### config.mk
export PLATFORM = sky130hd
export DESIGN_NAME = barometric_sensor_compensation_top_flat
export DESIGN_NICKNAME = d
export VERILOG_FILES = /design/src/hdl/bsc_pkg.sv /design/src/hdl/bsc_if.sv /design/src/hdl/bsc_divider.sv /design/src/hdl/bsc_front.sv /design/src/hdl/bsc_back.sv /design/src/hdl/barometric_sensor_compensation_top.sv /design/src/flat_wrapper.sv
export SDC_FILE = /design/constraint.sdc
export NUM_CORES = 2
export LEC_CHECK = 0
export BUFFER_PORTS_ARGS = -buffer_cell sky130_fd_sc_hd__buf_2
export CAP_MARGIN = 10
export CORE_MARGIN = 5
export CORE_UTILIZATION = 23
export CTS_CLUSTER_SIZE = 12
export DETAILED_ROUTE_END_ITERATION = 8
export GPL_TIMING_DRIVEN = 1
export PLACE_DENSITY = 0.47
export SYNTH_ARGS = -nofsm -noshare
export SYNTH_HDL_FRONTEND = slang
export SYNTH_SLANG_ARGS = --single-unit
### constraint.sdc
create_clock -name clk -period 18.55 [get_ports clk]
set_input_delay 2.7825 -clock clk [delete_from_list [all_inputs] [get_ports clk]]
set_output_delay 2.7825 -clock clk [all_outputs]
set_load 0.1 [all_outputs]
### src/hdl/bsc_pkg.sv
`default_nettype none
package bsc_pkg;
	localparam int unsigned CFG_IDX_W = 3;
	localparam logic [CFG_IDX_W-1:0] REG_OSS = 3'd0;
	localparam logic [CFG_IDX_W-1:0] REG_AC12 = 3'd1;
	localparam logic [CFG_IDX_W-1:0] REG_AC34 = 3'd2;
	localparam logic [CFG_IDX_W-1:0] REG_AC56 = 3'd3;
	localparam logic [CFG_IDX_W-1:0] REG_B12 = 3'd4;
	localparam logic [CFG_IDX_W-1:0] REG_MCMD = 3'd5;

	typedef struct packed {
		logic [15:0] raw_temperature;
		logic [23:0] raw_pressure;
	} in_item_t;

	typedef struct packed {
		logic signed [15:0] temperature_tenths;
		logic signed [31:0] pressure_pa;
		logic divide_fault;
	} out_item_t;

	typedef struct packed {
		logic [1:0] oss;
		logic [31:0] ac12;
		logic [31:0] ac34;
		logic [31:0] ac56;
		logic [31:0] b12;
		logic [31:0] mcmd;
	} cal_t;

	// Arithmetic shift right on a 32-bit word
	function automatic logic [31:0] asr32(input logic [31:0] v, input logic [4:0] s);
		asr32 = 32'($signed(v) >>> s);
	endfunction

	function automatic logic [31:0] sx16(input logic [15:0] h);
		sx16 = {{16{h[15]}}, h};
	endfunction
endpackage
`default_nettype wire

### src/hdl/bsc_if.sv
`default_nettype none
interface bsc_in_if;
	import bsc_pkg::*;
	logic valid;
	logic ready;
	in_item_t data;
	modport source(output valid, output data, input ready);
	modport sink(input valid, input data, output ready);
endinterface

interface bsc_out_if;
	import bsc_pkg::*;
	logic valid;
	logic ready;
	out_item_t data;
	modport source(output valid, output data, input ready);
	modport sink(input valid, input data, output ready);
endinterface

interface bsc_cfg_if;
	import bsc_pkg::*;
	logic valid;
	logic ready;
	logic [CFG_IDX_W-1:0] index;
	logic [31:0] wdata;
	modport source(output valid, output index, output wdata, input ready);
	modport sink(input valid, input index, input wdata, output ready);
endinterface
`default_nettype wire

### src/hdl/bsc_divider.sv
`default_nettype none
module bsc_divider (
	input wire logic clk,
	input wire logic arst_n,
	input wire logic start,
	input wire logic [31:0] dividend,
	input wire logic [31:0] divisor,
	output logic done,
	output logic [31:0] quotient
);
	import bsc_pkg::*;

	// Restoring unsigned division, one quotient bit per cycle
	logic [5:0] cnt_q;
	logic [31:0] rem_q;
	logic [31:0] quo_q;
	logic [31:0] den_q;
	logic [32:0] shifted;
	logic [32:0] diff;

	assign shifted = {rem_q, quo_q[31]};
	assign diff = shifted - {1'b0, den_q};

	always_ff @(posedge clk or negedge arst_n) begin
		if (!arst_n) begin
			cnt_q <= '0;
			done <= 1'b0;
		end else begin
			done <= 1'b0;
			if (start) begin
				cnt_q <= 6'd32;
			end else if (cnt_q != 6'd0) begin
				cnt_q <= cnt_q - 6'd1;
				if (cnt_q == 6'd1) done <= 1'b1;
			end
		end
	end

	always_ff @(posedge clk) begin
		if (start) begin
			rem_q <= '0;
			quo_q <= dividend;
			den_q <= divisor;
		end else if (cnt_q != 6'd0) begin
			if (!diff[32]) begin
				rem_q <= diff[31:0];
				quo_q <= {quo_q[30:0], 1'b1};
			end else begin
				rem_q <= shifted[31:0];
				quo_q <= {quo_q[30:0], 1'b0};
			end
		end
	end

	assign quotient = quo_q;
endmodule
`default_nettype wire

### src/hdl/bsc_front.sv
`default_nettype none
module bsc_front (
	input wire logic clk,
	input wire logic arst_n,
	bsc_in_if.sink in_ch,
	bsc_cfg_if.sink cfg,
	output bsc_pkg::cal_t cal,
	output logic q_valid,
	output bsc_pkg::in_item_t q_data,
	input wire logic q_pop
);
	import bsc_pkg::*;

	// Two-entry queue between front and back
	in_item_t mem_q [2];
	logic wp_q, rp_q;
	logic [1:0] cnt_q;
	logic push;
	cal_t cal_q;

	assign cfg.ready = 1'b1;
	assign in_ch.ready = (cnt_q != 2'd2);
	assign push = in_ch.valid && in_ch.ready;
	assign q_valid = (cnt_q != 2'd0);
	assign q_data = mem_q[rp_q];
	assign cal = cal_q;

	// Hold configuration registers
	always_ff @(posedge clk or negedge arst_n) begin
		if (!arst_n) begin
			cal_q <= '0;
		end else if (cfg.valid) begin
			case (cfg.index)
				REG_OSS: cal_q.oss <= cfg.wdata[1:0];
				REG_AC12: cal_q.ac12 <= cfg.wdata;
				REG_AC34: cal_q.ac34 <= cfg.wdata;
				REG_AC56: cal_q.ac56 <= cfg.wdata;
				REG_B12: cal_q.b12 <= cfg.wdata;
				REG_MCMD: cal_q.mcmd <= cfg.wdata;
				default: ;
			endcase
		end
	end

	// Advance queue pointers
	always_ff @(posedge clk or negedge arst_n) begin
		if (!arst_n) begin
			wp_q <= 1'b0;
			rp_q <= 1'b0;
			cnt_q <= '0;
		end else begin
			if (push) wp_q <= ~wp_q;
			if (q_pop) rp_q <= ~rp_q;
			cnt_q <= cnt_q + {1'b0, push} - {1'b0, q_pop};
		end
	end

	always_ff @(posedge clk) begin
		if (push) mem_q[wp_q] <= in_ch.data;
	end
endmodule
`default_nettype wire

### src/hdl/bsc_back.sv
`default_nettype none
module bsc_back (
	input wire logic clk,
	input wire logic arst_n,
	input bsc_pkg::cal_t cal,
	input wire logic q_valid,
	input bsc_pkg::in_item_t q_data,
	output logic q_pop,
	bsc_out_if.source out_ch
);
	import bsc_pkg::*;

	typedef enum logic [4:0] {
		S_IDLE, S_T1, S_T2, S_TDIV, S_T3, S_P1, S_P2, S_P3, S_P4, S_P5, S_P6,
		S_PDIV, S_P7, S_P8, S_P9, S_P10, S_OUT
	} state_t;

	state_t state_q;
	logic [31:0] ut_q, up_q, x1_q, b5_q, b6_q, sq_q, a_q, b_q, c_q, b3_q, b4_q, b7_q, p_q;
	logic fault_q, div_wait_q, hi_q;
	logic [31:0] mul_a, mul_b, prod;
	logic div_start, div_done;
	logic [31:0] div_n, div_d, div_q;
	logic [1:0] oss;
	logic [31:0] ac1, ac2, ac3, ac4, ac5, ac6, b1, b2, mc, md;
	logic [31:0] t, num, ma, md_abs;
	logic [31:0] tdiv_d, b3_num;
	logic neg_q;
	logic res_load;
	out_item_t res_q;
	logic res_v_q;

	assign oss = cal.oss;
	assign ac1 = sx16(cal.ac12[31:16]);
	assign ac2 = sx16(cal.ac12[15:0]);
	assign ac3 = sx16(cal.ac34[31:16]);
	assign ac4 = {16'd0, cal.ac34[15:0]};
	assign ac5 = {16'd0, cal.ac56[31:16]};
	assign ac6 = {16'd0, cal.ac56[15:0]};
	assign b1 = sx16(cal.b12[31:16]);
	assign b2 = sx16(cal.b12[15:0]);
	assign mc = sx16(cal.mcmd[31:16]);
	assign md = sx16(cal.mcmd[15:0]);

	assign prod = mul_a * mul_b;
	assign t = asr32(b5_q + 32'd8, 5'd4);
	assign num = mc << 11;
	assign tdiv_d = x1_q + md;
	assign b3_num = (((ac1 << 2) + a_q + asr32(prod, 5'd11)) << oss) + 32'd2;

	bsc_divider u_div (
		.clk(clk), .arst_n(arst_n), .start(div_start), .dividend(div_n),
		.divisor(div_d), .done(div_done), .quotient(div_q)
	);

	// Select multiplier operands per step
	always_comb begin
		mul_a = '0;
		mul_b = '0;
		case (state_q)
			S_T1: begin mul_a = ut_q - ac6; mul_b = ac5; end
			S_P1: begin mul_a = b6_q; mul_b = b6_q; end
			S_P2: begin mul_a = b2; mul_b = sq_q; end
			S_P3: begin mul_a = ac2; mul_b = b6_q; end
			S_P4: begin mul_a = ac3; mul_b = b6_q; end
			S_P5: begin mul_a = b1; mul_b = sq_q; end
			S_P6: begin mul_a = ac4; mul_b = c_q; end
			S_P7: begin mul_a = up_q - b3_q; mul_b = 32'd50000 >> oss; end
			S_P9: begin mul_a = asr32(p_q, 5'd8); mul_b = asr32(p_q, 5'd8); end
			S_P10: begin mul_a = a_q; mul_b = 32'd3038; end
			default: ;
		endcase
	end

	// Start the shared divider on entry to a divide step
	always_comb begin
		div_start = 1'b0;
		div_n = '0;
		div_d = '0;
		ma = num[31] ? 32'd0 - num : num;
		md_abs = tdiv_d[31] ? 32'd0 - tdiv_d : tdiv_d;
		if (state_q == S_TDIV && !div_wait_q) begin
			div_start = 1'b1;
			div_n = ma;
			div_d = md_abs;
		end else if (state_q == S_PDIV && !div_wait_q) begin
			div_start = 1'b1;
			div_n = hi_q ? b7_q : b7_q << 1;
			div_d = b4_q;
		end
	end

	assign q_pop = (state_q == S_IDLE) && q_valid;
	assign res_load = (state_q == S_OUT) && (!res_v_q || out_ch.ready);
	assign out_ch.valid = res_v_q;
	assign out_ch.data = res_q;

	// Sequence one item through the shared multiplier and divider
	always_ff @(posedge clk or negedge arst_n) begin
		if (!arst_n) begin
			state_q <= S_IDLE;
			div_wait_q <= 1'b0;
			res_v_q <= 1'b0;
		end else begin
			if (res_load) res_v_q <= 1'b1;
			else if (out_ch.ready) res_v_q <= 1'b0;
			case (state_q)
				S_IDLE: if (q_valid) state_q <= S_T1;
				S_T1: state_q <= S_T2;
				S_T2: state_q <= S_TDIV;
				S_TDIV: begin
					if (!div_wait_q) div_wait_q <= 1'b1;
					else if (div_done) begin
						div_wait_q <= 1'b0;
						state_q <= S_T3;
					end
				end
				S_T3: state_q <= S_P1;
				S_P1: state_q <= S_P2;
				S_P2: state_q <= S_P3;
				S_P3: state_q <= S_P4;
				S_P4: state_q <= S_P5;
				S_P5: state_q <= S_P6;
				S_P6: state_q <= S_P7;
				S_P7: state_q <= S_PDIV;
				S_PDIV: begin
					if (!div_wait_q) div_wait_q <= 1'b1;
					else if (div_done) begin
						div_wait_q <= 1'b0;
						state_q <= S_P8;
					end
				end
				S_P8: state_q <= S_P9;
				S_P9: state_q <= S_P10;
				S_P10: state_q <= S_OUT;
				S_OUT: if (res_load) state_q <= S_IDLE;
				default: state_q <= S_IDLE;
			endcase
		end
	end

	// Datapath registers
	always_ff @(posedge clk) begin
		case (state_q)
			S_IDLE: begin
				ut_q <= {16'd0, q_data.raw_temperature};
				up_q <= {8'd0, q_data.raw_pressure} >> (4'd8 - {2'd0, oss});
				fault_q <= 1'b0;
			end
			S_T1: x1_q <= asr32(prod, 5'd15);
			S_T2: neg_q <= num[31] ^ tdiv_d[31];
			S_TDIV: begin
				if (!div_wait_q && tdiv_d == 32'd0) fault_q <= 1'b1;
				if (div_wait_q && div_done) begin
					if (tdiv_d == 32'd0) b5_q <= x1_q;
					else b5_q <= x1_q + (neg_q ? 32'd0 - div_q : div_q);
				end
			end
			S_T3: b6_q <= b5_q - 32'd4000;
			S_P1: sq_q <= asr32(prod, 5'd12);
			S_P2: a_q <= asr32(prod, 5'd11);
			// Divide by four, rounding toward zero
			S_P3: b3_q <= asr32(b3_num, 5'd2) + {31'd0, b3_num[31] & (|b3_num[1:0])};
			S_P4: a_q <= asr32(prod, 5'd13);
			S_P5: c_q <= asr32(a_q + asr32(prod, 5'd16) + 32'd2, 5'd2) + 32'd32768;
			S_P6: b4_q <= prod >> 15;
			S_P7: begin
				b7_q <= prod;
				hi_q <= prod[31];
			end
			S_PDIV: begin
				if (!div_wait_q && b4_q == 32'd0) fault_q <= 1'b1;
				if (div_wait_q && div_done) begin
					if (b4_q == 32'd0) p_q <= '0;
					else p_q <= hi_q ? div_q << 1 : div_q;
				end
			end
			S_P9: a_q <= prod;
			S_P10: b_q <= asr32(prod, 5'd16) + asr32((32'd0 - 32'd7357) * p_q, 5'd16);
			S_OUT: begin
				if (res_load) begin
					res_q.pressure_pa <= p_q + asr32(b_q + 32'd3791, 5'd4);
					res_q.divide_fault <= fault_q;
					if (t[31]) res_q.temperature_tenths <= (t < 32'hFFFF8000) ? 16'sh8000 : t[15:0];
					else res_q.temperature_tenths <= (t > 32'd32767) ? 16'sh7FFF : t[15:0];
				end
			end
			default: ;
		endcase
	end
endmodule
`default_nettype wire

### src/hdl/barometric_sensor_compensation_top.sv
`default_nettype none
// Channel   Dir  Payload
// in_ch     in   raw_temperature[15:0], raw_pressure[23:0]
// cfg       in   index[2:0], wdata[31:0]
// out_ch    out  temperature_tenths, pressure_pa, divide_fault
// Each item passes through two divide steps of the shared 32-bit divider
// and single-cycle multiply steps; the next item is taken once the result is loaded.
// The two-entry input queue keeps accepting while the sequencer works, until it is full.
// Reset clears calibration, queue and control; the result register holds
// its value until out_ch transfers it.
module barometric_sensor_compensation_top (
	input wire logic clk,
	input wire logic arst_n,
	bsc_in_if.sink in_ch,
	bsc_cfg_if.sink cfg,
	bsc_out_if.source out_ch
);
	import bsc_pkg::*;

	cal_t cal;
	logic q_valid, q_pop;
	in_item_t q_data;

	bsc_front u_front (
		.clk(clk), .arst_n(arst_n), .in_ch(in_ch), .cfg(cfg), .cal(cal),
		.q_valid(q_valid), .q_data(q_data), .q_pop(q_pop)
	);

	bsc_back u_back (
		.clk(clk), .arst_n(arst_n), .cal(cal), .q_valid(q_valid),
		.q_data(q_data), .q_pop(q_pop), .out_ch(out_ch)
	);
endmodule
`default_nettype wire

### src/flat_wrapper.sv
// flat-port wrapper written by rule: the top's interface ports become plain ports
module barometric_sensor_compensation_top_flat import bsc_pkg::*;
  (clk, arst_n, in_ch_valid, in_ch_data, in_ch_ready, cfg_valid, cfg_index, cfg_wdata, cfg_ready, out_ch_valid, out_ch_data, out_ch_ready);
  bsc_in_if in_ch_i ();
  bsc_cfg_if cfg_i ();
  bsc_out_if out_ch_i ();
  input wire logic clk;
  input wire logic arst_n;
  input wire logic [$bits(in_ch_i.valid)-1:0] in_ch_valid;
  input wire logic [$bits(in_ch_i.data)-1:0] in_ch_data;
  output wire logic [$bits(in_ch_i.ready)-1:0] in_ch_ready;
  input wire logic [$bits(cfg_i.valid)-1:0] cfg_valid;
  input wire logic [$bits(cfg_i.index)-1:0] cfg_index;
  input wire logic [$bits(cfg_i.wdata)-1:0] cfg_wdata;
  output wire logic [$bits(cfg_i.ready)-1:0] cfg_ready;
  output wire logic [$bits(out_ch_i.valid)-1:0] out_ch_valid;
  output wire logic [$bits(out_ch_i.data)-1:0] out_ch_data;
  input wire logic [$bits(out_ch_i.ready)-1:0] out_ch_ready;
  assign in_ch_i.valid = in_ch_valid;
  assign in_ch_i.data = in_ch_data;
  assign in_ch_ready = in_ch_i.ready;
  assign cfg_i.valid = cfg_valid;
  assign cfg_i.index = cfg_index;
  assign cfg_i.wdata = cfg_wdata;
  assign cfg_ready = cfg_i.ready;
  assign out_ch_valid = out_ch_i.valid;
  assign out_ch_data = out_ch_i.data;
  assign out_ch_i.ready = out_ch_ready;
  barometric_sensor_compensation_top u_core (.clk(clk), .arst_n(arst_n), .in_ch(in_ch_i), .cfg(cfg_i), .out_ch(out_ch_i));
endmodule
## Yosys cells after proc, flatten, opt, wreduce, memory -nomap -nowiden

Memory sizes are Yosys's and may differ from the RTL's.
Cells that the tools add are included.

| storage, ports and cells | value |
|---|---|
| input port bits | 80 |
| logic and storage cells | 184 |
| bits in writable memories | 80 |
| memories kept | 1 |
| bits in registers | 686 |

Memories:

| name | depth | width | read ports | clocked after memory_dff | write ports | line | text |
|---|---|---|---|---|---|---|---|
| u_core.u_front.mem_q | 2 | 40 | 1 | 0 | 1 | bsc_front.sv:15 | `in_item_t mem_q [2];` |

| operators by class | value |
|---|---|
| reduce and logical (&&, ||, !) cells | 37 |
| add/subtract/negate cells | 24 |
| muxes and demuxes | 43 |
| bitwise gates (word level) | 4 |
| shifts and indexed selects | 3 |
| eq/ne operators | 31 |
| multiply operators | 2 |
| order comparisons | 2 |

Operators by type and width:

| operator | count |
|---|---|
| 32-bit 2-to-1 mux | 12 |
| 32-bit case mux with 10 select lines | 1 |
| 32-bit case mux with 7 select lines | 1 |
| 32-bit adder | 5 |
| 32-bit case mux with 3 select lines | 1 |
| 5-bit case mux with 17 select lines | 1 |
| 32-bit by 2-bit adder with 32-bit output (second input constant) | 2 |
| 32-bit logical NOT | 2 |
| 16-bit 2-to-1 mux | 3 |
| 5-bit by 4-bit == test with 1-bit output (second input constant) | 8 |
| 33-bit by 32-bit subtractor with 33-bit output | 1 |
| 32-bit by 12-bit adder with 32-bit output (second input constant) | 1 |
| 32-bit by 4-bit adder with 32-bit output (second input constant) | 1 |
| 32-bit by 15-bit > comparator with 1-bit output (second input constant) | 1 |
| 32-bit < comparator (second input constant) | 1 |
| 14-bit by 32-bit multiplier with 32-bit output (first input constant) | 1 |
| 32-bit by 32-bit multiplier with 32-bit output | 1 |
| 32-bit by 2-bit << shifter with 32-bit output | 1 |
| 16-bit by 2-bit right shift with 32-bit output (first input constant) | 1 |
| 24-bit by 4-bit right shift with 32-bit output | 1 |
| 1-bit by 32-bit subtractor with 32-bit output (first input constant) | 1 |
| 32-bit by 12-bit subtractor with 32-bit output (second input constant) | 1 |
| 32-bit subtractor | 1 |
| 30-bit by 17-bit adder with 31-bit output (second input constant) | 1 |
| 41 further kinds | 96 |

## Longest topological paths before layout

| depth | value |
|---|---|
| word-level depth | 10 |
| gate-level depth with buffers | 74 |
| gate-level depth less buffers | 71 |

## Hierarchy

Synthesis repeated with hierarchy kept, for this count alone.

| second synthesis, totals | value |
|---|---|
| cell total of the unflattened synthesis | 6739 |
| area, all modules | 67471.0 um2 |

Modules (own cells, without submodules):

| module | area an instance (um2) | times used | sequential area each (um2) | cells an instance |
|---|---|---|---|---|
| bsc_back | 52352.7 | 1 | 11706.2 | 5682 |
| bsc_front | 9152.5 | 1 | 6556.3 | 492 |
| bsc_divider | 5965.7 | 1 | 2737.6 | 565 |

## Worst setup path before layout

OpenSTA, ideal clock, no wires.

| timing | value |
|---|---|
| kind | register -> register |
| from | register u_core.u_back.state_q[4] |
| to | register u_core.u_back.b3_q[22], data pin |
| required time | 18286 ps |
| period minus slack after synthesis | 17099 ps |
| slack | 1451 ps |
| arrival time | 16835 ps |
| stages on the path, launching flop included | 66 |
| cells stage by stage | dfrtp_1 and3b_1 buf_2 nand2_1 inv_1 buf_2 buf_1 clkbuf_1 a22oi_1 nand2_1 a211oi_1 or2_2 fa_1 inv_1 fa_1 inv_1 fa_1 inv_1 [... 30 more ...] a21oi_1 or3_1 and2_0 o311ai_0 nor3b_1 nand3_1 nor2_1 nand3_1 xnor2_1 o22ai_1 ha_1 ha_1 nand2_1 inv_1 nand2_1 or2_1 nor3_1 xnor2_1 |

| on the way | value |
|---|---|
| cells in the longest elaborated chain, start to end | 10 |
| elaborated cells on any way between the ends | 21 |
| classes of those cells | 3 x add/sub; 1 x mul; 10 x eq/ne; 1 x shift; 2 x mux; 1 x bitwise; 3 x reduce/logical |

RTL lines:

| what | line | text |
|---|---|---|
| start: declaration | bsc_back.sv:18 | `state_t state_q;` |
| start signal: assignment | bsc_back.sv:101 | `state_q <= S_IDLE;` |
| start signal: assignment | bsc_back.sv:108 | `S_IDLE: if (q_valid) state_q <= S_T1;` |
| start signal: assignment | bsc_back.sv:109 | `S_T1: state_q <= S_T2;` |
| 5-bit by 4-bit == test with 1-bit output / 5-bit by 3-bit == test with 1-bit output (equally long branches) | bsc_back.sv:60 | `case (state_q)` |
| 3-bit OR reduction (no line) / 2-bit OR reduction (equally long branches) | - |  |
| 32-bit case mux with 7 select lines | bsc_back.sv:60 |  |
| 32-bit by 32-bit multiplier with 32-bit output (*) | bsc_back.sv:45 | `assign prod = mul_a * mul_b;` |
| net u_core.u_back.prod[31] | bsc_back.sv:21 | `logic [31:0] mul_a, mul_b, prod;` |
| 32-bit adder (*) | bsc_back.sv:49 | `assign b3_num = (((ac1 << 2) + a_q + asr32(prod, 5'd11)) << oss) + 32'd2;` |
| 32-bit by 2-bit << shifter with 32-bit output (*) | bsc_back.sv:49 |  |
| 32-bit by 2-bit adder with 32-bit output (*) | bsc_back.sv:49 |  |
| 2-bit OR reduction | bsc_back.sv:163 | `S_P3: b3_q <= asr32(b3_num, 5'd2) + {31'd0, b3_num[31] & (\|b3_num[1:0])};` |
| 1-bit bitwise AND | bsc_back.sv:163 |  |
| 30-bit by 2-bit adder with 31-bit output (*) | bsc_back.sv:163 |  |
| end signal: assignment | bsc_back.sv:163 |  |
| end: declaration | bsc_back.sv:19 | `logic [31:0] ut_q, up_q, x1_q, b5_q, b6_q, sq_q, a_q, b_q, c_q, b3_q, b4_q, b7_q, p_q;` |

The timed path passes the listed nets; every way through them passes the cells marked *.
A chain may end at the register's enable or synchronous reset.

## Worst setup path after layout

| timing | value |
|---|---|
| from | register u_core.u_back.b3_q[0] |
| to | register u_core.u_back.b3_q[22], data pin |

| on the way | value |
|---|---|
| cells in the longest elaborated chain, start to end | 9 |

RTL lines:

| what | line | text |
|---|---|---|
| 32-bit subtractor (*) | bsc_back.sv:68 | `S_P7: begin mul_a = up_q - b3_q; mul_b = 32'd50000 >> oss; end` |
| 32-bit case mux with 10 select lines (*) | bsc_back.sv:60 |  |
| 32-bit by 32-bit multiplier with 32-bit output (*) | bsc_back.sv:45 |  |
| net u_core.u_back.prod[31] | bsc_back.sv:21 |  |
| 32-bit adder (*) | bsc_back.sv:49 |  |
| 32-bit by 2-bit << shifter with 32-bit output (*) | bsc_back.sv:49 |  |
| 32-bit by 2-bit adder with 32-bit output (*) | bsc_back.sv:49 |  |
| 2-bit OR reduction | bsc_back.sv:163 |  |
| 1-bit bitwise AND | bsc_back.sv:163 |  |
| 30-bit by 2-bit adder with 31-bit output (*) | bsc_back.sv:163 |  |

Marks and branches as above.

==> run_results.csv <==
group,metric,value,unit
clock_network,htree_levels,3,
hold_path,hold_path_class,"register to register",
clock_network,insertion_delay,730,ps
layout,layout.nets,8067,
worst_setup_path,crit_path_end_kind,"register",
global_route,overflow,0,
clock_network,cts_setup_buffers,0,
route,routed_via_density,4.753,
layout,n_fill_cell,30200,
clock_network,clock_tree.buffer_depth,3,
clock_network,ctsRootBufferMaster,"clkbuf_16",
placement,numPortBuffers,126,
sta,fmax,56.99,MHz
layout,syn_to_final_growth,13.68,%
global_route,antenna_found_initial,27,
layout,seq_area,20370,sq um
die,start_util,0.2311,
sta,finalSetupViolations,0,
sta,finalCritPeriodShare,0.9459,
die,core,285200,sq um
global_route,grt_pass1_wl,351.3,mm
layout,layout_commonest_cell,"inv_1",
logic_synthesis,synth.avg_cell_area,9.785,sq um
route,routed_wl,241.0,mm
route,wl_per_cell,22.39,um
logic_synthesis,ys_ff_latch,719,
placement,gp_congestion,0.9349,
worst_setup_path,worst-path-max-fanout,6,
die,fp.dieW,545.4,um
sta,period_minus_slack,17550,ps
worst_setup_path,worstSetupPathType,"register to register",
route,ant_nets,0,
clock_network,tritoncts,"built",
clock_network,clkTransAtPathRegs,60,ps
layout,final_cell_mix,"inv_1 (930), nand2_1 (676), ha_1 (536)",
layout,final_layout_size_suffix_gt1_frac,0.1085,
job,max-cap-violations,0,
logic_synthesis,ys_types,98,
clock_network,cts.sinks,719,
logic_synthesis,yosysWarnings,0,
clock_network,cts_buffers,83,
placement,hpwl,191.5,mm
sta,report.final.slew_viol_count,0,
die,die_area,297400,sq um
logic_synthesis,async_flop_share,0.2503,
global_route,grt_usage,0.1580,
worst_setup_path,cp-start-kind,"register",
global_route,grt_pass1_vias,51020,
layout,multiInputGateArea,41320,sq um
logic_synthesis,synth_cells,6737,
logic_synthesis,mappedNetlistArea,65920,sq um
worst_setup_path,arrival,18010,ps
route,vias,51160,
worst_setup_path,worst_path_max_delay_cell,"fa_1",
logic_synthesis,seq_area_frac_synth,0.3090,
route,drt_first_iter_violations,4638,
sta,rsz0062_at_grt,"no",
die,rows,196,
route,first_pass_iters,5,
sta,hold_viol,0,
sta,maxSlewHeadroom,0.1430,
logic_synthesis,synth_edf_count,507,
clock_network,cts_hold_buf,0,
worst_setup_path,worst_path_most_repeated_cell,"xnor2_1",
outcome,status,"finished clean",
sta,tightest_slew,1283,ps
sta,setup_tns,0,ps
route,drc,0,
sta,skew,50.27,ps
worst_setup_path,required,19010,ps
clock_network,cts_resized,0,
die,die_y,545.4,um
logic_synthesis,synth_top_flop_cell,"edfxtp_1",
die,ios,132,
worst_setup_path,slowest_delay,530,ps
global_route,grt_max_degree,68,
[path summary, 6_finish.rpt]
kind	start	to	slack, ps	cells past startpoint
setup reg to reg	u_core.u_back.b3_q[0]	u_core.u_back.b3_q[22]	1000	70
hold reg to reg	u_core.u_back.b5_q[0]	u_core.u_back.b6_q[0]	430	0
setup / recovery	u_core.u_back.b3_q[0]	u_core.u_back.b3_q[22]	1000	70
hold / removal	u_core.u_back.b5_q[0]	u_core.u_back.b6_q[0]	430	0
min in group asynchronous	arst_n	u_core.u_front.cal[1]	2040	1
max in group asynchronous	arst_n	u_core.u_front.rp_q	15110	2
[cell type report]
class                   instances  area share
flip-flops and latches        719      0.2719
clock buffers                 108     0.03005
multi-input cells            4834      0.5515
inverters                     935     0.04683
diodes                         15   0.0005009
repair buffers                350     0.03131
clock inverters                40    0.005159
well taps                    3762     0.06281
[state kept, by name (all words and copies together) (netlist names), 32 cells and up]
name,count
u_core.u_back.b7_q,32
u_core.u_front.cal,162
u_core.u_front.mem_q,72
u_core.u_back.b6_q,32
u_core.u_back.u_div.quotient,32
u_core.u_back.p_q,32
u_core.u_back.b5_q,32
u_core.u_back.out_ch.data,49
u_core.u_back.u_div.rem_q,32
u_core.u_back.a_q,32
[cells in the mapped netlist, types with 175 or more instances]
cell | instances | area [sq um]
a21oi_1 | 264 | 1321
clkbuf_1 | 204 | 765.7
dfrtp_1 | 180 | 4504
edfxtp_1 | 507 | 15220
fa_1 | 528 | 10570
ha_1 | 536 | 6706
inv_1 | 934 | 3506
mux2_2 | 175 | 1971
nand2_1 | 676 | 2537
nor2_1 | 506 | 1899
o21ai_0 | 283 | 1416
xnor2_1 | 312 | 2733
[critical path: cells and delay by family (launching register included)]
kind	cells	cell delay [ps]
DFF	1	360
and+or+nand+nor	9	1920
buffers and inverters	12	1200
adders and majority gates	14	5640
xor gates and xnor gates	18	4030
AOI/OAI and AO/OA	17	4160
[through the flow]
step	setup WS [ps]	hold slack (ps)	cells	util	instance area (sq um)
floorplan	1451	400.3	6741	-	65930
global placement	1058	428.9	10600	0.2534	72260
detailed placement	1071	404.5	10600	0.2534	72260
CTS	1010	435.6	10750	0.2626	74900
global route	60.84	433.6	10760	0.2627	74930
finish	1003	429.8	10760	0.2627	74940
[logic make-up after synthesis]
group                      share of synthesized area
and+or+nand+nor                               0.1277
AOI/OAI and AO/OA                             0.1158
other                                      0.0001139
xor gates and xnor gates                     0.06214
buffers and inverters                        0.06795
adders and majority gates                     0.2622
muxes                                        0.05499
DFF                                           0.3090
[metal layers]
metal,vias up,wire length [um],GRT usage,share of wire
met5,-,13,0,0.000054
met4,2,9325,0.05787,0.039
met3,351,19060,0.03021,0.079
met2,1803,105600,0.2435,0.44
met1,25660,107000,0.2197,0.44
li1,23340,-,-,-
Power is not shown: default switching activity piles up to over one toggle a cycle in this logic, so the estimate is an artifact.
